===== config.mk =====
export PLATFORM = sky130hd
export DESIGN_NAME = imhq_ctrl
export DESIGN_NICKNAME = d
export VERILOG_FILES = /design/src/hdl/indexed_min_heap_queue_macros.svh /design/src/hdl/imhq_pkg.sv /design/src/hdl/imhq_ctrl.sv
export SDC_FILE = /design/constraint.sdc
export NUM_CORES = 1
export LEC_CHECK = 0
export BUFFER_PORTS_ARGS = -buffer_cell sky130_fd_sc_hd__buf_2
export CAP_MARGIN = 20
export CORE_UTILIZATION = 43
export DETAILED_ROUTE_END_ITERATION = 10
export PLACE_DENSITY_LB_ADDON = 0.3
export SYNTH_ARGS = -nofsm -noshare
export SYNTH_HDL_FRONTEND = slang
export SYNTH_SLANG_ARGS = --single-unit

===== constraint.sdc =====
create_clock -name clk_i -period 1.35 [get_ports clk_i]
set_input_delay 0.135 -clock clk_i [delete_from_list [all_inputs] [get_ports clk_i]]
set_output_delay 0.135 -clock clk_i [all_outputs]
set_load 0.01 [all_outputs]

===== src/hdl/indexed_min_heap_queue_macros.svh =====
// assertion macros used by the heap queue datapath
`ifndef INDEXED_MIN_HEAP_QUEUE_MACROS_SVH
`define INDEXED_MIN_HEAP_QUEUE_MACROS_SVH
`ifndef NO_ASSERTIONS
`define IMHQ_ASSERT_IMPL(lbl, clk, rstn, ante, cons, msg) \
  lbl: assert property (@(posedge clk) disable iff (!(rstn)) (ante) |-> (cons)) \
    else $error(msg);
`define IMHQ_ASSERT_NEXT(lbl, clk, rstn, ante, cons, msg) \
  lbl: assert property (@(posedge clk) disable iff (!(rstn)) (ante) |=> (cons)) \
    else $error(msg);
`else
`define IMHQ_ASSERT_IMPL(lbl, clk, rstn, ante, cons, msg)
`define IMHQ_ASSERT_NEXT(lbl, clk, rstn, ante, cons, msg)
`endif
`endif


===== src/hdl/imhq_pkg.sv =====
// types and constants of the indexed min-heap queue
package imhq_pkg;
  localparam int unsigned CAPACITY_DEF = 128;
  localparam int unsigned ITEMS        = 128;
  localparam int unsigned ID_W         = 7;
  localparam int unsigned KEY_W        = 32;
  localparam int unsigned COUNT_W      = 8;

  typedef enum logic [1:0] {
    CMD_INSERT   = 2'd0,
    CMD_EXTRACT  = 2'd1,
    CMD_DECREASE = 2'd2,
    CMD_NOP      = 2'd3
  } cmd_e;

  typedef enum logic [2:0] {
    ST_OK        = 3'd0,
    ST_EMPTY     = 3'd1,
    ST_FULL      = 3'd2,
    ST_DUP       = 3'd3,
    ST_ABSENT    = 3'd4,
    ST_NOT_LOWER = 3'd5
  } status_e;

  typedef enum logic [3:0] {
    S_IDLE, S_DECODE, S_EX_RD0, S_EX_RDL, S_DN_RDL, S_DN_RDR, S_DN_CMPR, S_DN_CMP,
    S_UP_CHK, S_UP_CMP, S_DK_SLOT, S_DK_KEY, S_FIN, S_ROOT
  } state_e;

  typedef enum logic [2:0] {
    RD_ROOT, RD_LAST, RD_LEFT, RD_RIGHT, RD_PARENT, RD_SLOT
  } rd_sel_e;

  typedef struct packed {
    logic [ID_W-1:0]         item;
    logic signed [KEY_W-1:0] key;
  } heap_ent_t;

  typedef struct packed {
    logic    load_in;
    logic    set_status;
    status_e status;
    logic    ins_start;
    logic    ex_take_root;
    logic    ex_load_last;
    logic    cand_left;
    logic    cand_right;
    logic    descend;
    logic    ascend;
    logic    wr_moving;
    logic    dk_hole;
    logic    dk_moving;
    logic    heap_re;
    rd_sel_e heap_sel;
    logic    slot_re;
    logic    out_load;
  } dp_cmd_t;

  typedef struct packed {
    cmd_e cmd;
    logic present;
    logic full;
    logic empty;
    logic one_left;
    logic left_ok;
    logic right_ok;
    logic at_root;
    logic right_wins;
    logic sink_more;
    logic rise_more;
    logic slot_bad;
    logic not_lower;
    logic out_busy;
  } dp_stat_t;
endpackage


===== src/hdl/imhq_ctrl.sv =====
// sequencer for insert, extract-min and decrease-key
module imhq_ctrl import imhq_pkg::*; (
  input  logic     clk_i,
  input  logic     rst_ni,
  input  logic     in_valid_i,
  output logic     in_stall_o,
  input  dp_stat_t stat_i,
  output dp_cmd_t  cmd_o
);
  state_e st_q, st_d;

  always_ff @(posedge clk_i or negedge rst_ni) begin
    if (!rst_ni) begin
      st_q <= S_IDLE;
    end else begin
      st_q <= st_d;
    end
  end

  always_comb begin
    st_d = st_q;
    case (st_q)
      S_IDLE:   if (in_valid_i) st_d = S_DECODE;
      S_DECODE: begin
        case (stat_i.cmd)
          CMD_INSERT:   st_d = (stat_i.present || stat_i.full) ? S_FIN : S_UP_CHK;
          CMD_EXTRACT:  st_d = stat_i.empty ? S_FIN : S_EX_RD0;
          CMD_DECREASE: st_d = stat_i.present ? S_DK_SLOT : S_FIN;
          default:      st_d = S_FIN;
        endcase
      end
      S_EX_RD0:  st_d = stat_i.one_left ? S_FIN : S_EX_RDL;
      S_EX_RDL:  st_d = S_DN_RDL;
      S_DN_RDL:  st_d = stat_i.left_ok ? S_DN_RDR : S_FIN;
      S_DN_RDR:  st_d = stat_i.right_ok ? S_DN_CMPR : S_DN_CMP;
      S_DN_CMPR: st_d = S_DN_CMP;
      S_DN_CMP:  st_d = stat_i.sink_more ? S_DN_RDL : S_FIN;
      S_UP_CHK:  st_d = stat_i.at_root ? S_FIN : S_UP_CMP;
      S_UP_CMP:  st_d = stat_i.rise_more ? S_UP_CHK : S_FIN;
      S_DK_SLOT: st_d = stat_i.slot_bad ? S_FIN : S_DK_KEY;
      S_DK_KEY:  st_d = stat_i.not_lower ? S_FIN : S_UP_CHK;
      S_FIN:     st_d = S_ROOT;
      S_ROOT:    if (!stat_i.out_busy) st_d = S_IDLE;
      default:   st_d = S_IDLE;
    endcase
  end

  always_comb begin
    cmd_o          = '0;
    cmd_o.status   = ST_OK;
    cmd_o.heap_sel = RD_ROOT;
    in_stall_o     = (st_q != S_IDLE);
    case (st_q)
      S_IDLE: cmd_o.load_in = in_valid_i;
      S_DECODE: begin
        case (stat_i.cmd)
          CMD_INSERT: begin
            if (stat_i.present) begin
              cmd_o.set_status = 1'b1;
              cmd_o.status     = ST_DUP;
            end else if (stat_i.full) begin
              cmd_o.set_status = 1'b1;
              cmd_o.status     = ST_FULL;
            end else begin
              cmd_o.ins_start = 1'b1;
            end
          end
          CMD_EXTRACT: begin
            if (stat_i.empty) begin
              cmd_o.set_status = 1'b1;
              cmd_o.status     = ST_EMPTY;
            end else begin
              cmd_o.heap_re  = 1'b1;
              cmd_o.heap_sel = RD_ROOT;
            end
          end
          CMD_DECREASE: begin
            if (stat_i.present) begin
              cmd_o.slot_re = 1'b1;
            end else begin
              cmd_o.set_status = 1'b1;
              cmd_o.status     = ST_ABSENT;
            end
          end
          default: ;
        endcase
      end
      S_EX_RD0: begin
        cmd_o.ex_take_root = 1'b1;
        cmd_o.heap_re      = !stat_i.one_left;
        cmd_o.heap_sel     = RD_LAST;
      end
      S_EX_RDL: cmd_o.ex_load_last = 1'b1;
      S_DN_RDL: begin
        cmd_o.heap_re   = stat_i.left_ok;
        cmd_o.heap_sel  = RD_LEFT;
        cmd_o.wr_moving = !stat_i.left_ok;
      end
      S_DN_RDR: begin
        cmd_o.cand_left = 1'b1;
        cmd_o.heap_re   = stat_i.right_ok;
        cmd_o.heap_sel  = RD_RIGHT;
      end
      S_DN_CMPR: cmd_o.cand_right = stat_i.right_wins;
      S_DN_CMP: begin
        cmd_o.descend   = stat_i.sink_more;
        cmd_o.wr_moving = !stat_i.sink_more;
      end
      S_UP_CHK: begin
        cmd_o.wr_moving = stat_i.at_root;
        cmd_o.heap_re   = !stat_i.at_root;
        cmd_o.heap_sel  = RD_PARENT;
      end
      S_UP_CMP: begin
        cmd_o.ascend    = stat_i.rise_more;
        cmd_o.wr_moving = !stat_i.rise_more;
      end
      S_DK_SLOT: begin
        cmd_o.dk_hole = 1'b1;
        if (stat_i.slot_bad) begin
          cmd_o.set_status = 1'b1;
          cmd_o.status     = ST_ABSENT;
        end else begin
          cmd_o.heap_re  = 1'b1;
          cmd_o.heap_sel = RD_SLOT;
        end
      end
      S_DK_KEY: begin
        if (stat_i.not_lower) begin
          cmd_o.set_status = 1'b1;
          cmd_o.status     = ST_NOT_LOWER;
        end else begin
          cmd_o.dk_moving = 1'b1;
        end
      end
      S_FIN: begin
        cmd_o.heap_re  = 1'b1;
        cmd_o.heap_sel = RD_ROOT;
      end
      S_ROOT: cmd_o.out_load = !stat_i.out_busy;
      default: ;
    endcase
  end
endmodule


==> flow_metrics.tcl, run 1 <==
set metrics [dict create \
    die_w_um 42.8 \
    ios 40 \
    gp_congestion 0.819 \
    grt_max_degree 12 \
    synth_area_leaders "dfrtp_1, buf_6, nor2_1" \
    synth_seq_cells 4 \
    synth_top_area_share_pct 14.0 \
    clockBufferDepth 2 \
    place_hpwl_um 1810 \
    yosysTopAreaCell "dfrtp_1" \
    synth.cell_area_um2 714 \
    cts.sinks 4 \
    synth-adder-area-share_pct 0 \
    rows 14 \
    avgSynthCellArea_um2 7.44 \
    yosysWarnings 0 \
    ys_seq_area_share_pct 14.0 \
    worstEndpointType "primary output" \
    dp_cells 167 \
    grt-worst-endpoint "cmd_o[18]" \
    initial_core_util_pct 46.9 \
    haltStage "5_1_grt" \
    synthDistinctLibCells 40 \
    syn-num-nets 114 \
    toolErrorMsg "[ERROR GRT-0232] Routing congestion too high. Check the congestion heatmap in the GUI." \
    synthMuxAreaShare_pct 2.80 \
    synth_compound_area_share_pct 26.4 \
    yosys.area_share.simple_pct 43.3 \
    grt.total_usage_pct 67.2 \
    cts_root_buffer "clkbuf_4" \
    post_dp_cell_area_um2 1040 \
    cts_max_level 1 \
    synth_xor_area_share_pct 1.23 \
    io_buffers 39 \
    die_h_um 42.8 \
    synthCells 96 \
    synth_top_family_by_area "simple AND/OR/NAND/NOR gates" \
    status "stopped before the end" \
    cts_buffers 3 \
    gr-total-overflow 18 \
]
## cell families after synthesis
| kind of cell | Yosys count |
|---|---|
| AO/OA/AOI/OAI | 25 |
| XOR/XNOR | 1 |
| buffers and inverters | 12 |
| flip-flops | 4 |
| multiplexers | 2 |
| AND/OR/NAND/NOR | 52 |
## cell usage after synthesis
| library cell | number |
|---|---|
| a211oi_1 | 1 |
| a211oi_2 | 1 |
| a21boi_2 | 1 |
| a21o_1 | 1 |
| a21oi_1 | 2 |
| a22oi_1 | 1 |
| a2bb2oi_1 | 1 |
| a31oi_1 | 1 |
| a41o_1 | 1 |
| and3_1 | 1 |
| buf_2 | 1 |
| buf_4 | 1 |
| buf_6 | 5 |
| dfrtp_1 | 4 |
| inv_1 | 5 |
| mux2i_1 | 2 |
| nand2_1 | 8 |
| nand2b_1 | 7 |
| nand2b_2 | 1 |
| nand3_1 | 2 |
| nor2_1 | 13 |
| nor2b_1 | 1 |
| nor3_1 | 7 |
| nor3_2 | 1 |
| nor3b_1 | 1 |
| nor3b_2 | 3 |
| nor4_1 | 1 |
| nor4b_4 | 1 |
| o211ai_1 | 3 |
| o211ai_2 | 1 |
| o21a_1 | 1 |
| o21ai_0 | 4 |
| o21bai_1 | 2 |
| o22a_1 | 1 |
| o22ai_1 | 2 |
| o311ai_0 | 1 |
| or2b_1 | 2 |
| or3_1 | 2 |
| or4_1 | 1 |
| xor2_1 | 1 |
## per-stage QoR
step	hold WS, ps	util (%)	setup slack [ps]
after detailed placement	-54.7	68.1	-117
after floorplan	-161	-	2.34
after global placement	-57.1	68.1	-118
after CTS	232	80.9	-254
## routing by layer
| layer | GRT overflow | track usage (%) |
|---|---|---|
| met1 | 0 | 62.6 |
| met2 | 13 | 94.2 |
| met3 | 0 | 37.4 |
| met4 | 5 | 78.8 |
| met5 | 0 | 0 |
## what timing repair did
action                                  4_1_cts
endpoints found under the setup margin       25
resized for setup                            31
hold buffers                                  1
buffers inserted                              7
hold endpoints to repair                      4
pin swaps                                    12
==> run 2: changes to the inputs <==
CORE_AREA = 2 2 63 65   (was default)
CORE_UTILIZATION = default   (was 43)
DIE_AREA = 0 0 65 67   (was default)
PLACE_DENSITY_LB_ADDON = 0.15   (was 0.3)
==> run 2 against run 1 <==
The flow now finishes, with violations (setup timing). Area after synthesis stayed put. Synthesized cell count stayed put.
==> flow_metrics.tcl, run 2 <==
set metrics [dict create \
    die_w_um 65 \
    gr-total-overflow 0 \
    ys_async_sr_fraction_pct 100 \
    top_register "st_q" \
    largest_reg_flops 4 \
    vias 1001 \
    min_period_ps 1620 \
    synthCells 96 \
    cts_root_buffer "clkbuf_8" \
    ios 40 \
    grt_pass1_vias 1034 \
    crit_type "reg2out" \
    cts_max_level 1 \
    layout_common_cells "buf_2, buf_6, buf_4" \
    synth_seq_cells 4 \
    synth-main-ff-cell "dfrtp_1" \
    synth.cell_area_um2 714 \
    antenna_found_initial 0 \
    avgSynthCellArea_um2 7.44 \
    diodes 0 \
    required_ps 1220 \
    synthDistinctLibCells 40 \
    topRoutingLayerUsed "met4" \
    met2_wirelength_um 1350 \
    rr_startpoint "st_q[1]" \
    first_pass_iters 3 \
    drive_above_1_share_pct 70.7 \
    worst_pin_slew_ps 281 \
    maxSlewViolCount 0 \
    cts_buffers 3 \
    wl_per_cell_um 12.8 \
    min_period_over_period_pct 120 \
    peakVddDrop_uv 735 \
    top_regs "st_q (4)" \
    rr_worst_depth 8 \
    syn-num-nets 114 \
    yosysTopAreaCell "dfrtp_1" \
    hold_ws_ps 253 \
    violations "setup timing" \
    timing.fmax_ghz 0.618 \
    die_h_um 67 \
    r2r_end "st_q[0]" \
    core_area_um2 3610 \
    final_common_cell "buf_2" \
    synth_area_leaders "dfrtp_1, buf_6, nor2_1" \
    p_per_area_nw_per_um2 2000 \
    min_path_type "in2async" \
    route.detailed.drc 0 \
    antenna_left 0 \
    clock_latency_ps 220 \
    synth_common_cells "nor2_1, nand2_1, nand2b_1, nor3_1" \
    drv_cap 0 \
    synth_top_area_share_pct 14.0 \
    cts_tree "yes" \
    clockBufferDepth 2 \
    initial_core_util_pct 19.8 \
    gp_congestion 0.766 \
    final_util_pct 44.8 \
    pre_cts_slack_ps -126 \
    synth_most_common_cell "nor2_1" \
    wl_met3_um 192 \
    rows 22 \
    postLayoutSetupSlackWorst_ps -267 \
    area_growth_pct 126 \
    grt.total_usage_pct 13.8 \
    synth-edff-count 0 \
    max_slew_margin_pct 80.7 \
    place_hpwl_um 2140 \
    timing.critical_path.arrival_ps 1480 \
    io_buffers 39 \
    rsz0062_at_grt "true" \
    cts.sinks 4 \
    setup_viol 24 \
    reg2reg_slack_ps -110 \
    first_iter_violations 20 \
    cp_max_fo 5 \
    hold_violations 0 \
    die_area_um2 4360 \
    wl_met1_um 1290 \
    ys_seq_area_share_pct 14.0 \
    cp-end-kind "primary output" \
    via_per_inst 4.51 \
    final_nets 194 \
    clk_pin_slew_ps 30 \
    status "complete, but fails checks" \
    power.leakage_uw 0.000764 \
    fin_worst_skew_ps 3.83 \
    grt_first_pass_wirelength_um 4710 \
    routed_wl_um 2840 \
    yosysWarnings 0 \
    grt_max_degree 9 \
    worstSetupStartpointType "register" \
]
## run 2: cell counts after synthesis
No cell type changed its count.
## run 2: cells by family after synthesis
| kind of cell | Yosys count | share of synthesized area (%) |
|---|---|---|
| flip-flops | 4 | 14.0 |
| buffers and inverters | 12 | 12.3 |
| AO/OA/AOI/OAI | 25 | 26.4 |
| AND/OR/NAND/NOR | 52 | 43.3 |
| multiplexers | 2 | 2.80 |
| XOR/XNOR | 1 | 1.23 |
## run 2: routing by layer
metal | global-route usage, % | vias to the layer above
met5 | 0 | -
met4 | 2.93 | 0
met3 | 3.89 | 2
met2 | 23.8 | 37
met1 | 17.1 | 457
li1 | - | 505
## run 2: where the power goes
| group | switching (µW) | internal (µW) | total, µW |
|---|---|---|---|
| Combinational | 1150 | 1510 | 2660 |
| Clock | 63.0 | 190 | 253 |
| Sequential | 121 | 188 | 310 |
| Total | 1330 | 1890 | 3220 |
## run 2: worst max path at each step
stage	start	slack (ps)	cells past startpoint	to
floorplan	st_q[3]	2	5	cmd_o[5]
global placement	st_q[1]	-100	5	cmd_o[17]
detailed placement	st_q[1]	-130	5	cmd_o[17]
CTS	st_q[3]	-290	4	cmd_o[17]
global route	st_q[0]	-380	5	cmd_o[18]
finish	st_q[0]	-270	6	cmd_o[5]
## run 2: critical path, cell delays in order (launching register included)
cell and delay, ps:
dfrtp_2 440, buf_6 150, nor3b_4 190, nand3_2 110
a21boi_2 170, nand2_1 70, buf_2 120
## run 2: layout make-up
type,count,area (µm²)
inverter,5,18.8
multi-input combinational,80,736
sequential,4,104
clock buffer,3,41.3
tap,48,60.1
timing repair buffer,82,654
fill,373,1990
## run 2: timing repair
action                                  4_1_cts  5_1_grt
endpoints found under the setup margin       25       26
hold endpoints to repair                      4        0
gates resized for setup                      53       24
setup buffers                                10        7
pin swaps                                    15       15
hold buffers                                  1        0
cloned                                        1        0
## run 2: metrics by stage
stage          instance area [µm²]  instances  setup TNS (ps)  power (µW)
2_1_floorplan                  719         96               0        1190
3_3_place_gp                  1120        204            -734        1900
3_5_place_dp                  1120        204            -796        1890
4_1_cts                       1460        218           -3920        2860
5_1_grt                       1610        222           -5790        3450
6_report                      1610        222           -3910        3220
Note: power is estimated with default switching activity, not from simulation.
==> run 3: changes to the inputs <==
CELL_PAD_IN_SITES_DETAIL_PLACEMENT = 1   (was default)
CELL_PAD_IN_SITES_GLOBAL_PLACEMENT = 2   (was default)
CTS_BUF_LIST = sky130_fd_sc_hd__clkbuf_8   (was default)
==> run 3 against run 2 <==
The run still ends with setup timing left. Die area did not move. Clock skew barely moved. Count of clock-buffer cells in the layout did not move. Total power fell by 3.7%. Largest power group unchanged. Highest routed layer unchanged.
==> flow_metrics.tcl, run 3 (synthesized netlist as in run 2, its figures left out) <==
set metrics [dict create \
    status "complete, but fails checks" \
    violations "setup timing" \
    crit_family "flip-flops" \
    rsz0062_at_grt "true" \
    grt_max_degree 11 \
    crit_type "reg2out" \
    diodes 0 \
    first_pass_iters 4 \
    wl_per_cell_um 15.5 \
    vias 1046 \
    hold_violations 0 \
    setup_tns_ps -4160 \
    route.detailed.drc 0 \
    first_iter_violations 18 \
    cp_max_fo 5 \
    drive_above_1_share_pct 70.1 \
    clockBufferDepth 2 \
    antenna_left 0 \
    startpoint "st_q[0]" \
    cts_root_buffer "clkbuf_8" \
    seqPwrFrac_pct 11.4 \
    fillers 449 \
    peakVddDrop_uv 416 \
    layout_common_cells "buf_2, buf_4, buf_6" \
    io_buffers 39 \
    grt_first_pass_wirelength_um 5090 \
    antenna_found_initial 0 \
    r2r_end "st_q[3]" \
    postLayoutSetupSlackWorst_ps -334 \
    final_common_cell "buf_2" \
    initial_core_util_pct 19.8 \
    min_path_type "in2reg" \
    netSwitchingPower_uw 1340 \
    timing.fmax_ghz 0.594 \
    top_regs "st_q (4)" \
    drv_cap 0 \
    die_w_um 65 \
    cp-end-kind "primary output" \
    max_slew_margin_pct 74.1 \
    gr-total-overflow 0 \
    worst_pin_slew_ps 383 \
    maxSlewViolCount 0 \
    cts.sinks 4 \
    cts_buffers 3 \
    cp.buffers_inverters 2 \
    core_area_um2 3610 \
    p_per_area_nw_per_um2 2040 \
    critical-path-max-stage-delay_ps 440 \
    hold_ws_ps 262 \
    grt_pass1_vias 1044 \
    clock_latency_ps 220 \
    place_hpwl_um 2330 \
    final_nets 194 \
    cts_tree "yes" \
    setup_viol 24 \
    power.combinational.fraction_pct 80.0 \
    grt.total_usage_pct 15.3 \
    top_register "st_q" \
    ios 40 \
    area_growth_pct 113 \
    crit_end "cmd_o[5]" \
    cts_max_level 1 \
    die_area_um2 4360 \
    largest_reg_flops 4 \
    switching_share_pct 43.2 \
    routed_wl_um 3440 \
    p_int_uw 1760 \
    via_per_inst 4.71 \
    fin_worst_skew_ps 3.33 \
    timing.critical_path.arrival_ps 1550 \
    required_ps 1220 \
    die_h_um 67 \
    p_clk_share_pct 8.5 \
    min_period_over_period_pct 125 \
    reg2reg_slack_ps -130 \
    crit_cells 6 \
    gp_congestion 0.763 \
    rr_startpoint "st_q[0]" \
    finalPower_uw 3100 \
    power.leakage_uw 0.000751 \
    rows 22 \
    clk_pin_slew_ps 40 \
    worst_path_max_delay_cell "dfrtp_2" \
    worstSetupStartpointType "register" \
    seq_area_um2 105 \
    rr_worst_depth 7 \
    min_period_ps 1680 \
    multiInputGateArea_um2 709 \
    cp_cell_sequence "buf_6, nor3b_4, nand3_2, a21boi_4, nand2_1, buf_2" \
]
## run 3: cell counts in the layout (fill, tap and decap cells not counted)
Identical to the previous run, type by type.
## run 3: power groups by stage
| stage | clock (µW) | sequential [µW] | combinational [µW] |
|---|---|---|---|
| global placement | 0 | 368 | 1490 |
| global route | 280 | 373 | 2660 |
| detailed placement | 0 | 379 | 1500 |
| floorplan | 0 | 258 | 933 |
| finish | 264 | 354 | 2480 |
| CTS | 272 | 347 | 2180 |
## run 3: what timing repair did
action                     CTS  global route
resized for setup           40            17
buffers inserted            13             5
setup endpoints to repair   26            26
hold buffers                 1             0
hold endpoints to repair     4             0
pin swaps                   12             3
## run 3: how the worst min path moves through the flow
stage	start	to	slack, ps	cells past startpoint
floorplan	rst_ni	st_q[0]	-160	0
CTS	rst_ni	st_q[3]	260	2
finish	in_valid_i	st_q[0]	260	3
global placement	rst_ni	st_q[2]	-50	1
detailed placement	rst_ni	st_q[2]	-40	1
global route	rst_ni	st_q[2]	280	2
## run 3: area by class of cell
class / count / share of cell area (%)
multi-input cells: 80 / 46.7
repair buffers: 82 / 38.5
flip-flops and latches: 4 / 6.91
well taps: 48 / 3.95
clock buffers: 3 / 2.72
inverters: 5 / 1.23
## run 3: metal layers
layer	global-route usage, %	share of wire [%]	up-vias	routed length (µm)
li1	-	-	503	-
met1	17.7	41	511	1400
met2	28.1	54	28	1880
met3	2.36	3.7	4	126
met4	5.85	1.2	0	42
met5	0	0	-	0
## run 3: through the flow
step | util [%] | setup WS, ps | instance area, µm² | cells
after global placement | 30.5 | -187 | 1100 | 202
after floorplan | - | 2.34 | 719 | 96
after global routing | 42.2 | -405 | 1520 | 222
final | 42.2 | -334 | 1520 | 222
after CTS | 38.8 | -297 | 1400 | 218
after detailed placement | 30.5 | -196 | 1100 | 202
## run 3: worst register-to-register path, stage by stage (launching register included)
cell and delay, ps:
dfrtp_2 440, buf_6 160, buf_6 110, buf_6 110, nand2_4 70, a2bb2oi_4 170
o211ai_1 100, o22a_1 200
==> run 4: changes to the inputs <==
clock period = 1.95 ns   (was 1.35 ns; I/O delays follow)
==> run 4 against run 3 <==
The flow now finishes without violations. Hold slack gained 48 ps. Setup slack gained 460 ps. Via count shrank 17%. Clock power shrank 33%. Die area is the same. First-iteration DRC count grew 22%. Critical path depth shrank 1. Count of clock-buffer cells in the layout is the same. Largest cell class unchanged. Flip-flop and latch count is the same. Global-route usage shrank 3.3 points.
==> flow_metrics.tcl, run 4 (synthesized netlist as in run 2, its figures left out) <==
set metrics [dict create \
    hold_violations 0 \
    power.combinational.fraction_pct 64.7 \
    met2_wirelength_um 1240 \
    seqPwrFrac_pct 21.0 \
    final_common_cell "buf_2" \
    final_util_pct 27.9 \
    die_w_um 65 \
    top_regs "st_q (4)" \
    io_buffers 39 \
    wl_per_cell_um 13.6 \
    cts_max_level 1 \
    postLayoutSetupSlackWorst_ps 129 \
    grt_max_degree 17 \
    min_period_ps 1820 \
    first_pass_iters 4 \
    setup_viol 0 \
    drive_above_1_share_pct 43.5 \
    antenna_found_initial 0 \
    timing.critical_path.arrival_ps 1630 \
    wl_met3_um 123 \
    p_clk_share_pct 14.3 \
    crit_family "flip-flops" \
    initial_core_util_pct 19.8 \
    cp_cell_sequence "buf_4, nor2_1, a2bb2oi_1, o21bai_1, buf_2" \
    ios 40 \
    grt_first_pass_wirelength_um 4080 \
    rsz0062_at_grt "false" \
    post_dp_cell_area_um2 931 \
    via_per_inst 4.66 \
    dp_cells 180 \
    cts_tree "yes" \
    setup_tns_ps 0 \
    cp.buffers_inverters 2 \
    first_iter_violations 22 \
    r2r_end "st_q[3]" \
    clk_pin_slew_ps 30 \
    worstSetupStartpointType "register" \
    p_per_area_nw_per_um2 1230 \
    rr_startpoint "st_q[1]" \
    cp_max_fo 12 \
    min_path_type "in2async" \
    cts.sinks 4 \
    area_growth_pct 40.6 \
    clockBufferDepth 2 \
    gp_congestion 0.732 \
    fillers 455 \
    final_nets 158 \
    reg2reg_slack_ps 410 \
    gr-total-overflow 0 \
    cts_buffers 3 \
    netSwitchingPower_uw 611 \
    status "completed" \
    routed_wl_um 2530 \
    place_hpwl_um 2070 \
    fin_worst_skew_ps 2.09 \
    timing.fmax_ghz 0.549 \
    crit_type "reg2out" \
    top_register "st_q" \
    peakVddDrop_uv 297 \
    drv_cap 0 \
    min_period_over_period_pct 93.4 \
    die_area_um2 4360 \
    grt_pass1_vias 862 \
    core_area_um2 3610 \
    route.detailed.drc 0 \
    multiInputGateArea_um2 532 \
    critical-path-max-stage-delay_ps 440 \
    vias 867 \
    topRoutingLayerUsed "met4" \
    final_area_um2 1000 \
    seq_area_um2 103 \
    rows 22 \
    diodes 0 \
    worst_pin_slew_ps 361 \
    die_h_um 67 \
    largest_reg_flops 4 \
    layout_common_cells "buf_2, nor2_1, nand2_1" \
    grt.total_usage_pct 12.0 \
    finalNonFillerCells 186 \
    worst_path_max_delay_cell "dfrtp_1" \
    switching_share_pct 49.4 \
    p_int_uw 624 \
    cp-end-kind "primary output" \
    rr_worst_depth 5 \
    power.leakage_uw 0.000483 \
    wl_met1_um 1140 \
    required_ps 1750 \
    cts_root_buffer "clkbuf_8" \
    pre_cts_slack_ps 227 \
    antenna_left 0 \
    max_slew_margin_pct 76.0 \
    clock_latency_ps 220 \
    maxSlewViolCount 0 \
]
run 4: repair_timing:
item,4_1_cts,5_1_grt
hold endpoints to repair,4,0
setup endpoints to repair,1,3
hold buffers,1,0
buffers inserted,0,2
gates resized for setup,1,2
pin swaps,0,1
gates cloned,0,0
run 4: routing by layer:
metal  vias to the layer above  track usage (%)
met5                         -                0
met4                         0             3.99
met3                         2             1.52
met2                        27             20.4
met1                       406             15.6
li1                        432                -
run 4: area by class of cell:
| class | count | share of cell area (%) |
|---|---|---|
| Inverter | 5 | 1.87 |
| Timing Repair Buffer | 46 | 24.9 |
| Sequential cell | 4 | 10.2 |
| Multi-Input combinational cell | 80 | 52.9 |
| Clock buffer | 3 | 4.11 |
| Tap cell | 48 | 5.98 |
run 4: power groups by stage:
stage,clock [µW],combinational [µW],sequential (µW)
after floorplan,0,642,179
after global placement,0,795,255
after detailed placement,0,791,255
after CTS,176,797,255
after global routing,184,894,274
final,177,799,259
run 4: metrics by stage:
| stage | hold WS, ps | power, µW |
|---|---|---|
| floorplan | -101 | 821 |
| global placement | 1.49 | 1050 |
| detailed placement | 5.60 | 1050 |
| CTS | 310 | 1230 |
| global route | 324 | 1350 |
| finish | 310 | 1230 |
run 4: worst max-delay path by stage:
stage / end / cells past startpoint / startpoint / slack (ps)
after global routing: cmd_o[18] / 4 / st_q[2] / 10
after detailed placement: cmd_o[18] / 4 / st_q[0] / 230
after CTS: cmd_o[16] / 5 / st_q[1] / 100
after floorplan: cmd_o[16] / 5 / st_q[1] / 510
after global placement: cmd_o[5] / 5 / st_q[0] / 290
final: cmd_o[8] / 5 / st_q[1] / 130
